### config.mk
export PLATFORM = sky130hd
export DESIGN_NAME = rgb3_cell
export DESIGN_NICKNAME = d
export VERILOG_FILES = /design/src/hdl/rgb_3x3_convolution_macros.svh /design/src/hdl/rgb3_pkg.sv /design/src/hdl/rgb3_cell.sv
export SDC_FILE = /design/constraint.sdc
export NUM_CORES = 1
export LEC_CHECK = 0
export ABC_AREA = 1
export CORE_AREA = 2 2 232 234
export DETAILED_ROUTE_END_ITERATION = 10
export DIE_AREA = 0 0 234 236
export DONT_BUFFER_PORTS = 1
export GPL_ROUTABILITY_DRIVEN = 1
export SYNTH_ARGS = -nofsm -noshare
export SYNTH_HDL_FRONTEND = slang
export SYNTH_SLANG_ARGS = --single-unit
### constraint.sdc
create_clock -name clk -period 9.2 [get_ports clk]
set_clock_uncertainty 0.05 [all_clocks]
set_input_delay 2.76 -clock clk [delete_from_list [all_inputs] [get_ports clk]]
set_output_delay 2.76 -clock clk [all_outputs]
set_load 0.01 [all_outputs]
### src/hdl/rgb_3x3_convolution_macros.svh
// assertion macros for the rgb 3x3 convolution block
`ifndef RGB_3X3_CONVOLUTION_MACROS_SVH
`define RGB_3X3_CONVOLUTION_MACROS_SVH
`ifndef NO_ASSERTIONS
// condition holds at every edge out of reset
`define RGB3_ASSERT_ALWAYS(lbl, clk, rst_n, cond) \
  lbl: assert property (@(posedge clk) disable iff (!rst_n) (cond)) else $error("lbl");
// cause at one edge implies effect at the next
`define RGB3_ASSERT_NEXT(lbl, clk, rst_n, cause, effect) \
  lbl: assert property (@(posedge clk) disable iff (!rst_n) (cause) |=> (effect)) \
    else $error("lbl");
`else
`define RGB3_ASSERT_ALWAYS(lbl, clk, rst_n, cond)
`define RGB3_ASSERT_NEXT(lbl, clk, rst_n, cause, effect)
`endif
`endif

### src/hdl/rgb3_pkg.sv
// shared types and constants of the rgb 3x3 convolution block
`default_nettype none
package rgb3_pkg;
  localparam int DEF_MAX_WIDTH  = 2048;
  localparam int DEF_MAX_HEIGHT = 4096;

  localparam int PIX_W  = 24;
  localparam int COEF_W = 16;
  localparam int PROD_W = 25;
  localparam int CFG_W  = 48;

  typedef logic [PIX_W-1:0] pixel_t;
  typedef logic signed [COEF_W-1:0] coef_t;
  typedef logic signed [PROD_W-1:0] prod_t;

  // register indexes of the configuration port
  typedef enum logic [2:0] {
    CFG_COEF_TOP    = 3'd0,
    CFG_COEF_MIDDLE = 3'd1,
    CFG_COEF_BOTTOM = 3'd2,
    CFG_WIDTH       = 3'd3,
    CFG_HEIGHT      = 3'd4
  } cfg_idx_t;

  localparam logic [CFG_W-1:0] RST_COEF_TOP    = 48'h0;
  localparam logic [CFG_W-1:0] RST_COEF_MIDDLE = 48'h0000_1000_0000;
  localparam logic [CFG_W-1:0] RST_COEF_BOTTOM = 48'h0;
  localparam logic [11:0]      RST_WIDTH       = 12'd640;
  localparam logic [12:0]      RST_HEIGHT      = 13'd480;
endpackage
`default_nettype wire

### src/hdl/rgb3_cell.sv
// one window tap: holds a pixel, passes it on, multiplies it by its coefficient
`default_nettype none
module rgb3_cell import rgb3_pkg::*; (
  input  wire logic   clk,
  input  wire logic   shift,
  input  wire pixel_t pix_in,
  input  wire logic   adv,
  input  wire logic   use_centre,
  input  wire pixel_t centre,
  input  wire coef_t  coef,
  output pixel_t      pix_r,
  output prod_t       prod_r [3]
);
  pixel_t p;

  // window pixel moves one column on each transfer that is not dropped
  always_ff @(posedge clk) begin
    if (shift) begin
      pix_r <= pix_in;
    end
  end

  // outside neighbours take the centre pixel
  assign p = use_centre ? centre : pix_r;

  // one product per channel
  always_ff @(posedge clk) begin
    if (adv) begin
      for (int ch = 0; ch < 3; ch++) begin
        prod_r[ch] <= $signed({1'b0, p[8*ch +: 8]}) * coef;
      end
    end
  end
endmodule
`default_nettype wire

== Word-level counts from Yosys, hierarchy flattened ==
Index checks and enable logic that the tools add are counted.

* Bits in registers: 99
* Logic and storage cells: 8

* Multipliers: 3
* Muxes and demuxes: 1

{| class="wikitable"
|+ Operator list
! kind !! number
|-
| multiplier 9 x 16 -> 25 bit || 3
|-
| two-way mux 24 bit || 1
|}

== Logic depth before layout (Yosys ltp) ==
* Word-level depth: 2
* Gate-level depth with buffers: 25

== Worst setup path after synthesis ==
No wires, ideal clock.

* Kind: input -> register
* Start point: in use_centre
* End point: reg prod_r[49] (netlist name), data pin
* Setup time: 254 ps
* Data arrival time: 6,665 ps
* Path slack: 2,232 ps
* Cell stages on the path: 19
* Cells stage by stage: buf_4 or2_2 nand2_1 inv_2 buf_6 nand2_1 fa_1 fa_1 inv_1 fa_1 fa_1 ha_1 inv_1 nor3_1 nand2_1 nor2_1 nand2_1 nand4_1 nand2_1

* Word-level cells in the longest chain between the ends: 2

{| class="wikitable"
|+ RTL lines
! what !! line !! text
|-
| start, declared || rgb3_cell.sv:8 || <nowiki>input wire logic use_centre,</nowiki>
|-
| two-way mux 24 bit || rgb3_cell.sv:24 || <nowiki>assign p = use_centre ? centre : pix_r;</nowiki>
|-
| multiplier 9 x 16 -> 25 bit || rgb3_cell.sv:30 || <nowiki>prod_r[ch] <= $signed({1'b0, p[8*ch +: 8]}) * coef;</nowiki>
|-
| end signal, assigned by index || rgb3_cell.sv:30 ||
|-
| end, declared || rgb3_cell.sv:12 || <nowiki>output prod_t prod_r [3]</nowiki>
|}

Every way passes these cells.
A chain may end at the register's enable or synchronous reset.

== Worst setup path after layout ==
* Start point: in use_centre
* End point: reg prod_r[20] (netlist name), data pin

The elaborated chain is that of the path after synthesis.

==> results by group <==
Synthesis
  – Netlist Area Pre-Place: 18250 sq um
  – Synthesis warning total: 0
  – Cell count after synthesis: 2310
  – Mapped Nets: 2834
  – Post-synthesis register bit count: 99
  – Sequential area share after synthesis: 16.29%
  – Synth unique cells: 31
  – Syn_area_per_cell: 7.899 sq um

Clock network
  – H-tree levels: 3
  – Clock Sinks: 99
  – CTS resizes: 0
  – TritonCTS clock tree: yes
  – Maximum clock path buffer count: 2
  – Cts hold-fix bufs: 0
  – Clock root buffer: clkbuf_16
  – Clk_lat worst skew: 410 ps
  – Post-CTS setup repair buffer count: 0
  – Num CTS Buffers: 9
  – Clock-pin slew on the worst setup and hold paths: 90 ps

Route
  – Initial drt markers: 994
  – Post-DRT Antenna Nets: 0
  – Routed WL: 49190 um
  – Via count: 13890
  – Drt drc: 0
  – Wire per inst: 16.57 um
  – Vias per cell: 4.679
  – Total iterations of the first detailed-routing run: 5

Place
  – RePlAce Congestion: 0.9391
  – Dpl ws: 1584 ps
  – Placed cell count: 2950
  – DP HPWL: 40720 um
  – Port bufs: 0

Global routing
  – Largest net degree at the start of global routing: 76
  – Remaining global-route overflow: 0
  – Vias in the first global route: 14700
  – First-pass GRT wire length: 80090 um
  – GR Util All Layers: 18.88%
  – Initial antenna violation count: 5

Layout
  – Nets@finish: 2789
  – Most frequent cells in the layout: 604 x inv_1, 553 x nand2_1, 306 x fa_1
  – Util after Layout: 36.05%
  – Area grow syn2layout: 4.855%
  – Final std cells w/o fill: 2969
  – Most common cell after layout, fill and taps aside: inv_1
  – Layout cells sized above 1: 2.863%
  – Fillers: 5416

STA
  – Worst-margin pin slew: 1174 ps
  – RSZ-0062 raised after global routing: no
  – Max frequency: 0.1364 GHz
  – Fin crit period: 7333 ps
  – Final Max Slew Viols: 0
  – Period utilization: 79.71%
  – Max-slew headroom: 20.21%
  – Setup_tns: 0 ps
  – Final Hold Fails: 0
  – Setup-failing EPs final: 0
  – Hold Slack: 826.3 ps
  – Setup slack after layout: 1867 ps

Die
  – I/O pin count: 167
  – Die W: 234 um
  – Initial core utilization: 34.38%
  – Die Y: 236 um
  – Die area: 55220 sq um
  – Row count: 85
  – Core box area: 53070 sq um

Job
  – Max cap viols: 0

Setup path
  – Crit path to: prod_r[20]
  – R2R Path End: prod_r[22]
  – Worst R2R Path Depth: 21
  – CP max FO: 25
  – Critical Path Start: use_centre
  – Reg-to-reg slack, setup: 3980 ps
  – Worst setup SP type: input port
  – WP data required: 9310 ps
  – Worst setup path class: input port to register
  – Reg2reg start: pix_r[20]
  – CP Capture Type: register
  – CP arrival: 7440 ps

Status
  – Status: completed

Power and ir drop
  – Peak VDD IR: 0.1615 mV
  – Leak: 10.40 nW
  – PwrDens: 409.2 nW/um^2

Worst hold path
  – Worst hold path type: register to register
-- cells by family (layout without fill, tap and decap cells) --
kind of cell / count (synthesis) / count (layout) / share of synthesized area, %
buf+inv: 673 / 633 / 14.39
simple gates: 991 / 991 / 21.74
xor+xnor: 30 / 30 / 1.440
compound gates: 55 / 55 / 1.824
flops: 99 / 99 / 16.29
other cells: 0 / 3 / 0
mux: 6 / 6 / 0.4526
fa+ha+maj: 456 / 456 / 43.86
-- critical path: stages --
cell,delay [ps]
inv_2,280
or2_2,190
nand2_2,140
inv_1,360
nand2_1,150
fa_1,550
inv_1,60
fa_1,500
fa_1,550
inv_1,50
fa_1,470
inv_1,40
ha_1,350
nand2_1,200
inv_1,60
nand2_1,60
and2_1,110
nand3_1,210
nand2_1,150
nand2_1,60
nand2_1,60
nand2_1,60
-- per-stage QoR --
stage	power [mW]	area, sq um
3_5_place_dp	7.415	18810
5_1_grt	8.951	19130
4_1_cts	7.934	19130
3_3_place_gp	7.417	18810
2_1_floorplan	5.865	18250
6_report	7.828	19130
-- power by group --
part	total, mW	switching (mW)	internal, mW
sequential	1.13	0.170	0.956
combinational	6.26	4.04	2.23
clock	0.437	0.240	0.198
-- how the worst min path moves through the flow --
stage                          from  cells past startpoint          to
after CTS                  pix_r[0]                      3  prod_r[50]
after detailed placement   pix_r[0]                      3  prod_r[50]
after global placement     pix_r[0]                      3  prod_r[50]
after global routing       pix_r[0]                      3  prod_r[50]
final                      pix_r[0]                      3  prod_r[50]
after floorplan           pix_r[16]                      3   prod_r[0]
-- metal layers --
| metal | share of wire [%] | vias to the layer above | routed length [um] | track usage [%] |
|---|---|---|---|---|
| met2 | 47 | 417 | 23040 | 30.96 |
| met1 | 41 | 6743 | 20400 | 23.53 |
| met4 | 4.4 | 2 | 2150 | 8.400 |
| li1 | - | 6635 | - | - |
| met5 | 0.033 | - | 16 | 0 |
| met3 | 7.3 | 96 | 3584 | 4.449 |
-- area by class of cell --
class,count,area [sq um],share of cell area [%]
inverter,616,2312,12.08
clock buffer,9,225.2,1.177
tap,696,870.8,4.551
antenna,3,7.507,0.03924
clock inverter,7,88.84,0.4643
multi-input combinational,1538,12650,66.11
timing repair buffer,1,7.507,0.03924
sequential,99,2973,15.54
-- synthesized netlist by cell type (all sizes together) --
library cell	instances	area, sq um
nand3b	4	30.03
and2	2	12.51
buf	34	227.7
o21ai	12	97.59
or2	28	175.2
nand4	17	106.4
inv	613	2301
xnor2	4	35.03
clkbuf	23	86.33
a21o	1	7.510
o21bai	7	52.55
ha	150	1877
edfxtp	99	2973
clkinv	3	11.26
fa	306	6126
nand3	75	375.4
nor2	302	1134
a21oi	35	175.2
mux2i	6	82.58
xor2	26	227.7
nor4	1	6.260
nor3	3	15.01
nand2	559	2113
-- registers in the layout, indices dropped and copies added (netlist names) --
signal and flops:
pix_r 24, prod_r 75
No activity file was read; power rests on OpenSTA's default activity.
